--- config.mk ---
export PLATFORM = sky130hd
export DESIGN_NAME = cbor_item_skipper_unit_flat
export DESIGN_NICKNAME = d
export VERILOG_FILES = /design/src/hw/rtl/cisk_pkg.sv /design/src/hw/rtl/cisk_byte_if.sv /design/src/hw/rtl/cisk_result_if.sv /design/src/hw/rtl/cisk_in_stage.sv /design/src/hw/rtl/cisk_walker.sv /design/src/hw/rtl/cisk_out_stage.sv /design/src/hw/rtl/cbor_item_skipper_unit.sv /design/src/flat_wrapper.sv
export SDC_FILE = /design/constraint.sdc
export NUM_CORES = 1
export LEC_CHECK = 0
export ABC_CLOCK_PERIOD_IN_PS = 22500
export BUFFER_PORTS_ARGS = -buffer_cell sky130_fd_sc_hd__buf_2
export CAP_MARGIN = 20
export CELL_PAD_IN_SITES_DETAIL_PLACEMENT = 0
export CELL_PAD_IN_SITES_GLOBAL_PLACEMENT = 1
export CORE_MARGIN = 2
export CORE_UTILIZATION = 35
export CTS_CLUSTER_DIAMETER = 80
export DETAILED_ROUTE_END_ITERATION = 10
export PLACE_DENSITY = 0.64
export REMOVE_ABC_BUFFERS = 1
export SYNTH_ARGS = -nofsm -noshare
export SYNTH_HDL_FRONTEND = slang
export SYNTH_SLANG_ARGS = --single-unit
--- constraint.sdc ---
create_clock -name clk -period 22.5 [get_ports clk]
set_input_delay 4.5 -clock clk [delete_from_list [all_inputs] [get_ports clk]]
set_output_delay 4.5 -clock clk [all_outputs]
set_load 0.02 [all_outputs]
--- src/hw/rtl/cisk_pkg.sv ---
// ----------------------------------------------------------------------------
// cisk_pkg
// Types and constants shared by the CBOR item skipper.
// ----------------------------------------------------------------------------
package cisk_pkg;

  localparam int LENGTH_BITS_DEF = 16;

  // Additional information codes that select a 1, 2, 4 or 8 byte argument.
  localparam logic [4:0] AI_MASK_TOP = 5'h1F;
  localparam logic [4:0] AI_ARG1     = 5'd24;
  localparam logic [4:0] AI_ARG2     = 5'd25;
  localparam logic [4:0] AI_ARG4     = 5'd26;
  localparam logic [4:0] AI_ARG8     = 5'd27;

  localparam logic [2:0] MT_UINT   = 3'd0;
  localparam logic [2:0] MT_NINT   = 3'd1;
  localparam logic [2:0] MT_BYTES  = 3'd2;
  localparam logic [2:0] MT_TEXT   = 3'd3;
  localparam logic [2:0] MT_ARRAY  = 3'd4;
  localparam logic [2:0] MT_MAP    = 3'd5;
  localparam logic [2:0] MT_SIMPLE = 3'd7;

  typedef enum logic [1:0] {
    ST_OK  = 2'd0,
    ST_EOF = 2'd1,
    ST_BAD = 2'd2
  } status_t;

  typedef enum logic [1:0] {
    PH_IDLE    = 2'd0,
    PH_HEAD    = 2'd1,
    PH_ARG     = 2'd2,
    PH_PAYLOAD = 2'd3
  } phase_t;

  typedef struct packed {
    logic [7:0] data_byte;
    logic       start_req;
  } in_word_t;

  typedef struct packed {
    logic        valid;
    status_t     status;
    logic [15:0] bytes_consumed;
  } result_t;

endpackage

--- src/hw/rtl/cisk_byte_if.sv ---
// ----------------------------------------------------------------------------
// cisk_byte_if
// Valid/ready channel that carries one buffer byte and its start mark.
// ----------------------------------------------------------------------------
interface cisk_byte_if;
  logic       valid;
  logic       ready;
  logic [7:0] data_byte;
  logic       start_req;

  modport source (output valid, output data_byte, output start_req, input ready);
  modport sink (input valid, input data_byte, input start_req, output ready);
endinterface

--- src/hw/rtl/cisk_result_if.sv ---
// ----------------------------------------------------------------------------
// cisk_result_if
// Valid/ready channel that carries one walk result.
// ----------------------------------------------------------------------------
interface cisk_result_if;
  logic        valid;
  logic        ready;
  logic [1:0]  status;
  logic [15:0] bytes_consumed;

  modport source (output valid, output status, output bytes_consumed, input ready);
  modport sink (input valid, input status, input bytes_consumed, output ready);
endinterface

--- src/hw/rtl/cisk_in_stage.sv ---
// ----------------------------------------------------------------------------
// cisk_in_stage
// Input register: holds one accepted word until the walker takes it.
// ----------------------------------------------------------------------------
module cisk_in_stage (
  input  logic               clk,
  input  logic               rst,
  input  logic               in_valid,
  input  cisk_pkg::in_word_t in_word,
  output logic               in_ready,
  input  logic               advance,
  output logic               word_valid,
  output cisk_pkg::in_word_t word
);
  import cisk_pkg::*;

  logic     held_valid;
  logic     held_valid_next;
  in_word_t held_word;
  logic     take;

  assign in_ready = !held_valid || advance;
  assign take     = in_valid && in_ready;

  always_comb begin
    if (take) begin
      held_valid_next = 1'b1;
    end else if (advance) begin
      held_valid_next = 1'b0;
    end else begin
      held_valid_next = held_valid;
    end
  end

  always_ff @(posedge clk) begin
    if (rst) begin
      held_valid <= 1'b0;
    end else begin
      held_valid <= held_valid_next;
    end
  end

  always_ff @(posedge clk) begin
    if (take) begin
      held_word <= in_word;
    end
  end

  assign word_valid = held_valid;
  assign word       = held_word;

endmodule

--- src/hw/rtl/cisk_walker.sv ---
// ----------------------------------------------------------------------------
// cisk_walker
// Walk state and the per-byte head, argument and payload decode.
// ----------------------------------------------------------------------------
module cisk_walker #(
  parameter int LENGTH_BITS = cisk_pkg::LENGTH_BITS_DEF
) (
  input  logic               clk,
  input  logic               rst,
  input  logic               fire,
  input  cisk_pkg::in_word_t word,
  input  logic [15:0]        bytes_available,
  output cisk_pkg::result_t  res
);
  import cisk_pkg::*;

  localparam int AW = LENGTH_BITS;

  phase_t         phase, phase_next, cur_phase;
  logic [3:0]     arg_left, arg_left_next;
  logic [63:0]    arg_val, arg_val_next;
  logic [2:0]     major_type, major_type_next;
  logic [AW-1:0]  consumed, consumed_next, cur_consumed;
  logic [31:0]    owed, owed_next, cur_owed;
  logic [AW-1:0]  payload_left, payload_left_next;

  logic [AW-1:0]  avail;
  logic [AW-1:0]  cons1;
  logic [AW-1:0]  remaining;
  logic [4:0]     ai;
  logic [3:0]     arg_n;
  logic [63:0]    val;
  logic [2:0]     mt;
  logic           head_end;
  logic           item_end;
  logic [31:0]    item_owed;
  logic [31:0]    owed_dec;
  logic           val_gt;
  logic [AW:0]    items;
  logic           items_gt;
  logic [33:0]    owed_sum;

  assign avail     = AW'(bytes_available);
  assign cons1     = cur_consumed + AW'(1);
  assign remaining = avail - cons1;
  assign ai        = word.data_byte[4:0] & AI_MASK_TOP;
  assign owed_dec  = cur_owed - 32'd1;

  // A start byte restarts the walk with one item owed.
  always_comb begin
    if (word.start_req) begin
      cur_phase    = PH_HEAD;
      cur_consumed = '0;
      cur_owed     = 32'd1;
    end else begin
      cur_phase    = phase;
      cur_consumed = consumed;
      cur_owed     = owed;
    end
  end

  always_comb begin
    case (ai)
      AI_ARG1: arg_n = 4'd1;
      AI_ARG2: arg_n = 4'd2;
      AI_ARG4: arg_n = 4'd4;
      AI_ARG8: arg_n = 4'd8;
      default: arg_n = 4'd0;
    endcase
  end

  // Argument value and major type of the head that this byte may complete.
  always_comb begin
    case (cur_phase)
      PH_HEAD: begin
        val = 64'(ai);
        mt  = word.data_byte[7:5];
      end
      PH_ARG: begin
        val = {arg_val[55:0], word.data_byte};
        mt  = major_type;
      end
      default: begin
        val = arg_val;
        mt  = major_type;
      end
    endcase
  end

  assign val_gt   = (|val[63:AW]) || (val[AW-1:0] > remaining);
  assign items    = (mt == MT_MAP) ? {val[AW-1:0], 1'b0} : {1'b0, val[AW-1:0]};
  assign items_gt = items > {1'b0, remaining};
  assign owed_sum = 34'(owed_dec) + 34'(items);

  always_comb begin
    phase_next        = cur_phase;
    consumed_next     = cur_consumed;
    owed_next         = cur_owed;
    arg_left_next     = arg_left;
    arg_val_next      = arg_val;
    major_type_next   = major_type;
    payload_left_next = payload_left;
    res               = '0;
    head_end          = 1'b0;
    item_end          = 1'b0;
    item_owed         = cur_owed;

    if (cur_phase != PH_IDLE) begin
      if (cur_consumed >= avail) begin
        res.valid          = 1'b1;
        res.status         = ST_EOF;
        res.bytes_consumed = 16'(cur_consumed);
        phase_next         = PH_IDLE;
      end else begin
        consumed_next = cons1;
        case (cur_phase)
          PH_HEAD: begin
            major_type_next = word.data_byte[7:5];
            if (ai < AI_ARG1) begin
              head_end = 1'b1;
            end else if (arg_n == 4'd0) begin
              res.valid          = 1'b1;
              res.status         = ST_BAD;
              res.bytes_consumed = 16'(cons1);
              phase_next         = PH_IDLE;
            end else if (({1'b0, cons1} + (AW+1)'(arg_n)) > {1'b0, avail}) begin
              res.valid          = 1'b1;
              res.status         = ST_EOF;
              res.bytes_consumed = 16'(cons1);
              phase_next         = PH_IDLE;
            end else begin
              arg_val_next  = '0;
              arg_left_next = arg_n;
              phase_next    = PH_ARG;
            end
          end
          PH_ARG: begin
            arg_val_next  = val;
            arg_left_next = arg_left - 4'd1;
            head_end      = (arg_left == 4'd1);
          end
          PH_PAYLOAD: begin
            payload_left_next = payload_left - AW'(1);
            item_end          = (payload_left == AW'(1));
          end
          default: begin
          end
        endcase
      end
    end

    // A head is complete: account for strings and containers.
    if (head_end) begin
      owed_next = owed_dec;
      item_owed = owed_dec;
      case (mt)
        MT_UINT, MT_NINT, MT_SIMPLE: begin
          item_end = 1'b1;
        end
        MT_BYTES, MT_TEXT: begin
          if (val_gt) begin
            res.valid          = 1'b1;
            res.status         = ST_EOF;
            res.bytes_consumed = 16'(cons1);
            phase_next         = PH_IDLE;
          end else if (val[AW-1:0] != '0) begin
            payload_left_next = val[AW-1:0];
            phase_next        = PH_PAYLOAD;
          end else begin
            item_end = 1'b1;
          end
        end
        MT_ARRAY, MT_MAP: begin
          if (val_gt || items_gt) begin
            res.valid          = 1'b1;
            res.status         = ST_BAD;
            res.bytes_consumed = 16'(cons1);
            phase_next         = PH_IDLE;
          end else begin
            item_owed = (|owed_sum[33:32]) ? '1 : owed_sum[31:0];
            owed_next = item_owed;
            item_end  = 1'b1;
          end
        end
        default: begin
          res.valid          = 1'b1;
          res.status         = ST_BAD;
          res.bytes_consumed = 16'(cons1);
          phase_next         = PH_IDLE;
        end
      endcase
    end

    // An item's bytes are done: finish, run out, or wait for the next head.
    if (item_end) begin
      if (item_owed == '0) begin
        res.valid          = 1'b1;
        res.status         = ST_OK;
        res.bytes_consumed = 16'(cons1);
        phase_next         = PH_IDLE;
      end else if (cons1 >= avail) begin
        res.valid          = 1'b1;
        res.status         = ST_EOF;
        res.bytes_consumed = 16'(cons1);
        phase_next         = PH_IDLE;
      end else begin
        phase_next = PH_HEAD;
      end
    end

    if (!fire) begin
      res.valid = 1'b0;
    end
  end

  always_ff @(posedge clk) begin
    if (rst) begin
      phase        <= PH_IDLE;
      consumed     <= '0;
      owed         <= '0;
      arg_left     <= '0;
      arg_val      <= '0;
      major_type   <= '0;
      payload_left <= '0;
    end else if (fire) begin
      phase        <= phase_next;
      consumed     <= consumed_next;
      owed         <= owed_next;
      arg_left     <= arg_left_next;
      arg_val      <= arg_val_next;
      major_type   <= major_type_next;
      payload_left <= payload_left_next;
    end
  end

endmodule

--- src/hw/rtl/cisk_out_stage.sv ---
// ----------------------------------------------------------------------------
// cisk_out_stage
// Result register: holds one result until the consumer takes it.
// ----------------------------------------------------------------------------
module cisk_out_stage (
  input  logic              clk,
  input  logic              rst,
  input  cisk_pkg::result_t res,
  output logic              advance,
  output logic              out_valid,
  input  logic              out_ready,
  output logic [1:0]        out_status,
  output logic [15:0]       out_bytes_consumed
);
  import cisk_pkg::*;

  logic        held_valid;
  logic        held_valid_next;
  status_t     held_status;
  logic [15:0] held_consumed;

  // The walker may move on whenever the register is empty or being emptied.
  assign advance = !held_valid || out_ready;

  always_comb begin
    if (advance) begin
      held_valid_next = res.valid;
    end else begin
      held_valid_next = held_valid;
    end
  end

  always_ff @(posedge clk) begin
    if (rst) begin
      held_valid <= 1'b0;
    end else begin
      held_valid <= held_valid_next;
    end
  end

  always_ff @(posedge clk) begin
    if (advance && res.valid) begin
      held_status   <= res.status;
      held_consumed <= res.bytes_consumed;
    end
  end

  assign out_valid          = held_valid;
  assign out_status         = held_status;
  assign out_bytes_consumed = held_consumed;

endmodule

--- src/hw/rtl/cbor_item_skipper_unit.sv ---
// ----------------------------------------------------------------------------
// cbor_item_skipper_unit
// Finds the end of one CBOR data item in a byte stream, one byte per cycle.
// ----------------------------------------------------------------------------
// The unit takes one byte word per cycle with no gaps of its own. A word is
// held in an input register, decoded against the walk state, and any result
// lands in a result register, so each result comes out of the input register
// and then the result register behind the word that caused it. The per-byte
// update of the walk state (owed-item count, consumed count, argument shift)
// is the loop that sets this rate. When the result register is full and
// not taken, the input register holds and ready drops. Write bytes_available
// only between walks; it is counted from the byte marked start.
module cbor_item_skipper_unit #(
  parameter int LENGTH_BITS = cisk_pkg::LENGTH_BITS_DEF
) (
  input  logic        clk,
  input  logic        rst,
  cisk_byte_if.sink   byte_ch,
  cisk_result_if.source result_ch,
  input  logic        cfg_wen,
  input  logic [15:0] cfg_wdata
);
  import cisk_pkg::*;

  logic [15:0] bytes_available;
  in_word_t    in_word;
  in_word_t    word;
  logic        word_valid;
  logic        advance;
  logic        fire;
  result_t     res;

  always_ff @(posedge clk) begin
    if (rst) begin
      bytes_available <= 16'd1;
    end else if (cfg_wen) begin
      bytes_available <= cfg_wdata;
    end
  end

  assign in_word.data_byte = byte_ch.data_byte;
  assign in_word.start_req = byte_ch.start_req;
  assign fire              = word_valid && advance;

  cisk_in_stage u_in_stage (
    .clk       (clk),
    .rst       (rst),
    .in_valid  (byte_ch.valid),
    .in_word   (in_word),
    .in_ready  (byte_ch.ready),
    .advance   (advance),
    .word_valid(word_valid),
    .word      (word)
  );

  cisk_walker #(
    .LENGTH_BITS(LENGTH_BITS)
  ) u_walker (
    .clk            (clk),
    .rst            (rst),
    .fire           (fire),
    .word           (word),
    .bytes_available(bytes_available),
    .res            (res)
  );

  cisk_out_stage u_out_stage (
    .clk               (clk),
    .rst               (rst),
    .res               (res),
    .advance           (advance),
    .out_valid         (result_ch.valid),
    .out_ready         (result_ch.ready),
    .out_status        (result_ch.status),
    .out_bytes_consumed(result_ch.bytes_consumed)
  );

endmodule

--- src/flat_wrapper.sv ---
// flat-port wrapper written by rule: the top's interface ports become plain ports
module cbor_item_skipper_unit_flat import cisk_pkg::*;
#(
  parameter int LENGTH_BITS = cisk_pkg::LENGTH_BITS_DEF
)
  (clk, rst, cfg_wen, cfg_wdata, byte_ch_valid, byte_ch_data_byte, byte_ch_start_req, byte_ch_ready, result_ch_valid, result_ch_status, result_ch_bytes_consumed, result_ch_ready);
  cisk_byte_if byte_ch_i ();
  cisk_result_if result_ch_i ();
  input  logic clk;
  input  logic rst;
  input  logic cfg_wen;
  input  logic [15:0] cfg_wdata;
  input wire logic [$bits(byte_ch_i.valid)-1:0] byte_ch_valid;
  input wire logic [$bits(byte_ch_i.data_byte)-1:0] byte_ch_data_byte;
  input wire logic [$bits(byte_ch_i.start_req)-1:0] byte_ch_start_req;
  output wire logic [$bits(byte_ch_i.ready)-1:0] byte_ch_ready;
  output wire logic [$bits(result_ch_i.valid)-1:0] result_ch_valid;
  output wire logic [$bits(result_ch_i.status)-1:0] result_ch_status;
  output wire logic [$bits(result_ch_i.bytes_consumed)-1:0] result_ch_bytes_consumed;
  input wire logic [$bits(result_ch_i.ready)-1:0] result_ch_ready;
  assign byte_ch_i.valid = byte_ch_valid;
  assign byte_ch_i.data_byte = byte_ch_data_byte;
  assign byte_ch_i.start_req = byte_ch_start_req;
  assign byte_ch_ready = byte_ch_i.ready;
  assign result_ch_valid = result_ch_i.valid;
  assign result_ch_status = result_ch_i.status;
  assign result_ch_bytes_consumed = result_ch_i.bytes_consumed;
  assign result_ch_i.ready = result_ch_ready;
  cbor_item_skipper_unit #(.LENGTH_BITS(LENGTH_BITS)) u_core (.clk(clk), .rst(rst), .byte_ch(byte_ch_i), .result_ch(result_ch_i), .cfg_wen(cfg_wen), .cfg_wdata(cfg_wdata));
endmodule
==> results.tsv, run 1 <==
stage	metric	value	unit
routing	wire_per_inst	20.39	um
global_routing	antenna_found_initial	0	
setup_path	timing.rr.end	u_core.u_out_stage.out_bytes_consumed[12]	
logic_synthesis	synthTopCellsByArea	dfxtp_1 (21%), ha_1 (9.5%), a21oi_1 (6.1%)	
routing	dr.pass1.iters	5	
sta	worst_slew_pin_slew	1.118	ns
routing	ant_nets	0	
routing	drcViolationCount	0	
place	dp_hpwl	36.48	mm
setup_path	slowest_delay	0.17	ns
run_status	status	finished, final reports clean	
cells_and_area	n_fill_cell	4366	
setup_path	reg2reg_depth	31	
global_routing	grt_pass1_wl	78.60	mm
sta	fin_crit_sh	0.4214	
floorplanning	num_io_pins	50	
logic_synthesis	synth_area_per_cell	7.506	sq um
setup_path	crit_path_max_fanout	2	
sta	max_slew_margin	0.2520	
setup_path	required	18.00	ns
hold_path	min_path_cells	2	
logic_synthesis	synth_area	14580	sq um
cells_and_area	ff_latch_area	3914	sq um
cells_and_area	final_area	15700	sq um
setup_path	cp_slowest_cell	buf_2	
sta	rsz0062_at_grt	no	
cells_and_area	drive_gt1_frac	0.08576	
floorplanning	core_area	41020	sq um
clock_tree	clk_pin_slew_worst_paths	0.08	ns
clock_tree	cts_tree	done	
clock_tree	clockBufferDepth	2	
sta	maxSlewViolCount	0	
setup_path	critPathLaunch	result_ch_ready	
floorplanning	start_util	0.3556	
place	io_buffers	49	
floorplanning	die_w	208.1	um
cells_and_area	multi_input_area	9756	sq um
pwr	power_density	54.74	nW/um^2
setup_path	r2r_slack	13.64	ns
pwr	ir_worst_vdd	0.00003534	V
hold_path	min-delay-start	u_core.u_walker.phase[1]	
run	drv_cap	0	
place	gp_congestion	0.9050	
setup_path	r2r-start	u_core.u_in_stage.word[0]	
pwr	leakagePower	6.019	nW
place	dpl_cell_area	15120	sq um
setup_path	worst_ep_arrival_time	4.98	ns
cells_and_area	antennaDiodeCount	0	
setup_path	cp-end-kind	primary output	
clock_tree	numCtsBuffers	17	
global_routing	overflow	0	
floorplanning	die_h	208.1	um
global_routing	grt_pass1_vias	13322	
logic_synthesis	yosys.area.top_type	dfxtp_1	
global_routing	grt_max_degree	71	
cells_and_area	syn_to_final_growth	7.653	%
logic_synthesis	yosysTopAreaCellShare	0.2128	
logic_synthesis	synthCells	1943	
setup_path	cp-start-kind	primary input	
clock_tree	insertion_delay	0.50	ns
sta	hold_violations	0	
sta	setup_violations	0	
clock_tree	clockRootBuffer	clkbuf_16	
clock_tree	cts_resized	0	
floorplanning	die-area	43320	sq um
logic_synthesis	ys_warn_count	0	
setup_path	critical_path_class	primary input to primary output	
setup_path	cp_cell_sequence	buf_2, nor2b_1, nand2_1, buf_2	
logic_synthesis	ys_seq_area_frac	0.2684	
floorplanning	rows	74	
global_routing	grt_usage	0.2317	
sta	skew	0.01489	ns
setup_path	crit_path_frequent_cell	buf_2	
routing	routed_wl	50.08	mm
hold_path	holdPathEnd	u_core.u_walker.phase[1]	
sta	fin_crit	9.481	ns
logic_synthesis	synth_cell_types	93	
logic_synthesis	async_flop_share	0	
clock_tree	htree_levels	4	
routing	vias	14274	
clock_tree	clock_sinks	182	
hold_path	hp-class	flop to flop	
routing	drt_iter0_markers	1207	
logic_synthesis	synthFlopType	dfxtp_1	
sta	max_freq	105.5	MHz
clock_tree	cts_setup_buffers	0	
logic_synthesis	synth-edff-count	27	
clock_tree	hold_buffers	0	
cells_and_area	fin_nets	2055	
logic_synthesis	ys_ff_latch	182	
sta	fin_tns_setup	0	ns
routing	via_per_inst	5.812	
[stage by stage]
| stage | setup WS (ns) | hold slack [ns] | utilization | cells | power, mW |
|---|---|---|---|---|---|
| after floorplan | 13.22 | 0.4212 | - | 1820 | 0.4831 |
| after global placement | 13.00 | 0.4394 | 0.3684 | 2423 | 0.5532 |
| after detailed placement | 13.01 | 0.4387 | 0.3686 | 2424 | 0.5536 |
| after CTS | 13.01 | 0.4507 | 0.3828 | 2456 | 0.8680 |
| after global routing | 12.76 | 0.4763 | 0.3828 | 2456 | 0.9025 |
| final | 13.02 | 0.4544 | 0.3828 | 2456 | 0.8594 |
[critical path: cells and delay by family]
kind | cells | cell delay, ns
AND/OR/NAND/NOR | 2 | 0.21
buffers and inverters | 2 | 0.27
[cell type report]
| type | count | share of cell area |
|---|---|---|
| tap | 532 | 0.04240 |
| inverter | 97 | 0.02319 |
| clock inverter | 13 | 0.008288 |
| clock buffer | 19 | 0.02885 |
| sequential | 182 | 0.2493 |
| timing repair buffer | 72 | 0.02662 |
| multi-input combinational | 1541 | 0.6214 |
[placed cells by master (no fill, tap or decap), drive strengths merged, types with 14 or more instances in the layout]
cell,netlist,routed
nand2,218,218
nor2,184,184
a21oi,182,182
dfxtp,155,155
nand3,125,125
ha,111,111
o21ai,107,107
inv,95,104
buf,41,72
nor3,59,59
xnor2,45,45
nor2b,43,43
nor4,41,41
nand4,38,38
xor2,31,31
mux2i,27,27
edfxtp,27,27
o21a,23,23
a21o,21,21
a22oi,19,19
clkbuf,82,19
a31oi,16,16
or3,16,16
a211oi,15,15
o211ai,14,14
and3,14,14
[kinds of logic (layout without fill, tap and decap cells)]
kind of cell | Yosys count | after routing | share of synthesized area
multiplexers | 35 | 35 | 0.02471
XOR/XNOR | 76 | 76 | 0.04564
adder cells (fa/ha/maj) | 114 | 114 | 0.09935
AND/OR/NAND/NOR | 817 | 817 | 0.2814
AO/OA/AOI/OAI | 499 | 499 | 0.2172
buffers and inverters | 220 | 201 | 0.06331
flip-flops | 182 | 182 | 0.2684
[worst max-delay path by stage]
stage                                                           end  slack, ns
after detailed placement                              byte_ch_ready      13.01
final                                                 byte_ch_ready      13.02
after floorplan                                       byte_ch_ready      13.22
after CTS                                             byte_ch_ready      13.01
after global routing      u_core.u_out_stage.out_bytes_consumed[12]      12.76
after global placement                                byte_ch_ready      13.00
[synth_stat cells (8+ instances only)]
cell	number
nor2b_1	43
a21o_1	21
ha_1	111
or3_1	15
o31ai_1	9
nand2_1	217
buf_1	15
buf_4	18
nand3_1	124
xor2_1	31
nand3b_1	11
o22ai_1	8
a21oi_1	178
o21ai_0	96
and2_1	13
mux2_2	8
nor4_1	35
nor2_2	8
a211oi_1	14
or4_1	9
dfxtp_1	155
edfxtp_1	27
xnor2_1	45
a22oi_1	19
o21ai_1	9
clkbuf_1	81
and3_1	14
o21a_1	23
inv_1	95
a31oi_1	16
o211ai_1	14
nor2_1	175
mux2i_1	27
nand4_1	37
nor3_1	56
[per-layer routing]
layer,wire length (um),vias up,global-route usage
met5,0,-,0
met4,689,0,0.05855
met3,2408,47,0.03562
met2,22650,391,0.3644
met1,24330,6869,0.3302
li1,-,6967,-
[registers in the layout, summed over array words and instances, names as in the netlist, 2 cells and up]
name                                   count
u_core.u_walker.phase                      2
u_core.u_out_stage.out_status              2
u_core.u_walker.owed                      32
u_core.u_in_stage.word                     9
u_core.u_walker.major_type                 3
u_core.u_out_stage.out_bytes_consumed     16
u_core.u_walker.arg_left                   4
u_core.u_walker.consumed                  16
u_core.u_walker.arg_val                   64
u_core.bytes_available                    16
u_core.u_walker.payload_left              16
[power by group]
group	switching [mW]	total [mW]	internal, mW
Combinational	0.137	0.205	0.0682
Sequential	0.00862	0.344	0.336
Clock	0.157	0.310	0.153
(Power assumes the default switching activity.)
==> run 2: changes to the inputs <==
Settings changed: ABC_CLOCK_PERIOD_IN_PS 22500 to 8300, PLACE_DENSITY 0.64 to 0.67.
Clock period 22.5 ns to 8.3 ns, I/O delays scaled along.
==> run 2 against run 1 <==
Against the previous run:
- sequential share of layout area fell by 0.13 points
- core utilization rose by 0.20 points
- non-clock buffer count rose by 12
- sequential cell count did not move
- global-route usage barely moved
- first-iteration DRC count rose by 11%
- die area did not move
- wire length fell by 0.24%
- register-to-register slack got worse by 13 ns
- final area rose by 0.53%
- count of clock-buffer cells in the layout rose by 2
- largest cell class unchanged
==> results.tsv, run 2 (synthesized netlist as in run 1, its figures left out) <==
stage	metric	value	unit
run_status	status	finished, final reports clean	
floorplanning	die_w	208.1	um
setup_path	cp_slowest_cell	or4_1	
pwr	power_density	146.0	nW/um^2
pwr	ir_worst_vdd	0.0001131	V
cells_and_area	antennaDiodeCount	0	
routing	vias	14393	
place	dp_hpwl	37.20	mm
clock_tree	numCtsBuffers	17	
setup_path	slowest_delay	0.61	ns
routing	routed_wl	49.96	mm
global_routing	overflow	0	
clock_tree	clk_pin_slew_worst_paths	0.07	ns
global_routing	grt_max_degree	88	
clock_tree	cts_tree	done	
routing	via_per_inst	5.834	
run	drv_cap	0	
setup_path	worst_ep_arrival_time	7.87	ns
setup_path	crit_path_max_fanout	18	
cells_and_area	finalCoreUtilization	0.3848	
cells_and_area	top_register	u_core.u_walker.arg_val	
clock_tree	insertion_delay	0.50	ns
cells_and_area	fin_nets	2067	
clock_tree	clockRootBuffer	clkbuf_16	
cells_and_area	drive_gt1_frac	0.09199	
global_routing	antenna_found_initial	0	
pwr	p_total	2.304	mW
floorplanning	num_io_pins	50	
sta	rsz0062_at_grt	no	
clock_tree	hold_buffers	0	
sta	setup_violations	0	
sta	skew	0.02346	ns
cells_and_area	syn_to_final_growth	8.219	%
floorplanning	die_h	208.1	um
pwr	leakagePower	6.061	nW
floorplanning	start_util	0.3556	
setup_path	critical_path_class	flop to flop	
clock_tree	clock_sinks	182	
setup_path	cp-start-kind	flop	
sta	max_freq	130.0	MHz
global_routing	grt_pass1_wl	78.69	mm
setup_path	cp-end-kind	flop	
sta	max_slew_margin	0.2719	
global_routing	grt_pass1_vias	13733	
clock_tree	htree_levels	4	
cells_and_area	largest_reg_flops	64	
hold_path	hp-class	flop to flop	
sta	fin_crit_sh	0.9265	
sta	maxSlewViolCount	0	
routing	ant_nets	0	
place	gp_congestion	0.9210	
cells_and_area	top_regs	u_core.u_walker.arg_val: 64 flops, u_core.u_walker.owed: 32 flops	
floorplanning	die-area	43320	sq um
clock_tree	clockBufferDepth	2	
place	io_buffers	49	
cells_and_area	final_common_cell	nand2_1	
routing	dr.pass1.iters	6	
floorplanning	core_area	41020	sq um
setup_path	required	8.48	ns
routing	drt_iter0_markers	1343	
floorplanning	rows	74	
routing	drcViolationCount	0	
global_routing	grt_usage	0.2312	
sta	worst_slew_pin_slew	1.081	ns
routing	wire_per_inst	20.25	um
sta	fin_crit	7.690	ns
cells_and_area	most-common-layout-cells	nand2_1 (216), a21oi_1 (178), nor2_1 (175), dfxtp_1 (155), nand3_1 (123)	
sta	hold_violations	0	
run 2: cell count changes in the layout (fill, tap and decap cells not counted), sizes merged:
cell / delta
clkbuf: +2
inv: -1
clkinv: -2
buf: +12
run 2: final cells by class:
cell class,count,area (sq um)
Timing Repair Buffer,84,526.8
Clock buffer,21,461.7
Clock inverter,10,82.58
Fill cell,4326,25230
Multi-Input combinational cell,1541,9768
Inverter,97,364.1
Tap cell,532,665.6
Sequential cell,182,3914
run 2: worst max-delay path, delay by kind of cell (launching register included):
kind / cells / cell delay (ns)
DFF: 1 / 0.53
buffers and inverters: 3 / 0.60
adders and majority gates: 3 / 0.88
and+or+nand+nor: 13 / 3.17
AOI/OAI and AO/OA: 12 / 2.04
xor gates and xnor gates: 1 / 0.11
run 2: path summary, 6_finish.rpt:
path                                                  start                          endpoint  slack [ns]  cells after the start
worst max register to register    u_core.u_in_stage.word[0]  u_core.u_out_stage.out_status[1]        0.61                     32
worst min-delay path            u_core.u_walker.arg_val[61]       u_core.u_walker.arg_val[61]        0.45                      2
worst max-delay path              u_core.u_in_stage.word[0]  u_core.u_out_stage.out_status[1]        0.61                     32
worst min register to register  u_core.u_walker.arg_val[61]       u_core.u_walker.arg_val[61]        0.45                      2
run 2: per-layer routing:
layer | track usage | routed length [um] | up-vias | part of all wire
met2 | 0.3680 | 22780 | 431 | 0.46
met1 | 0.3185 | 23400 | 6898 | 0.47
li1 | - | - | 6994 | -
met5 | 0 | 0 | - | 0
met3 | 0.04106 | 2751 | 70 | 0.055
met4 | 0.07021 | 1025 | 0 | 0.021
run 2: what timing repair did:
item / 4_1_cts / 5_1_grt
gates resized for setup: 0 / 7
setup buffers: 0 / 2
endpoints found under the hold margin: 0 / 0
setup endpoints to repair: 0 / 22
run 2: where the power goes:
group / switching, mW / leakage [nW] / internal [mW]
Clock: 0.400 / 0.271 / 0.406
Combinational: 0.371 / 4.26 / 0.192
Sequential: 0.0255 / 1.53 / 0.910
run 2: metrics by stage:
stage	cells	cell area [sq um]	setup slack [ns]	hold slack (ns)	TNS [ns]
2_1_floorplan	1820	14020	-0.7937	0.4212	-23.71
3_3_place_gp	2434	15210	0.6988	0.4384	0
3_5_place_dp	2434	15210	0.4926	0.4455	0
4_1_cts	2465	15750	0.4609	0.4563	0
5_1_grt	2467	15780	0.01198	0.4837	0
6_report	2467	15780	0.6101	0.4523	0
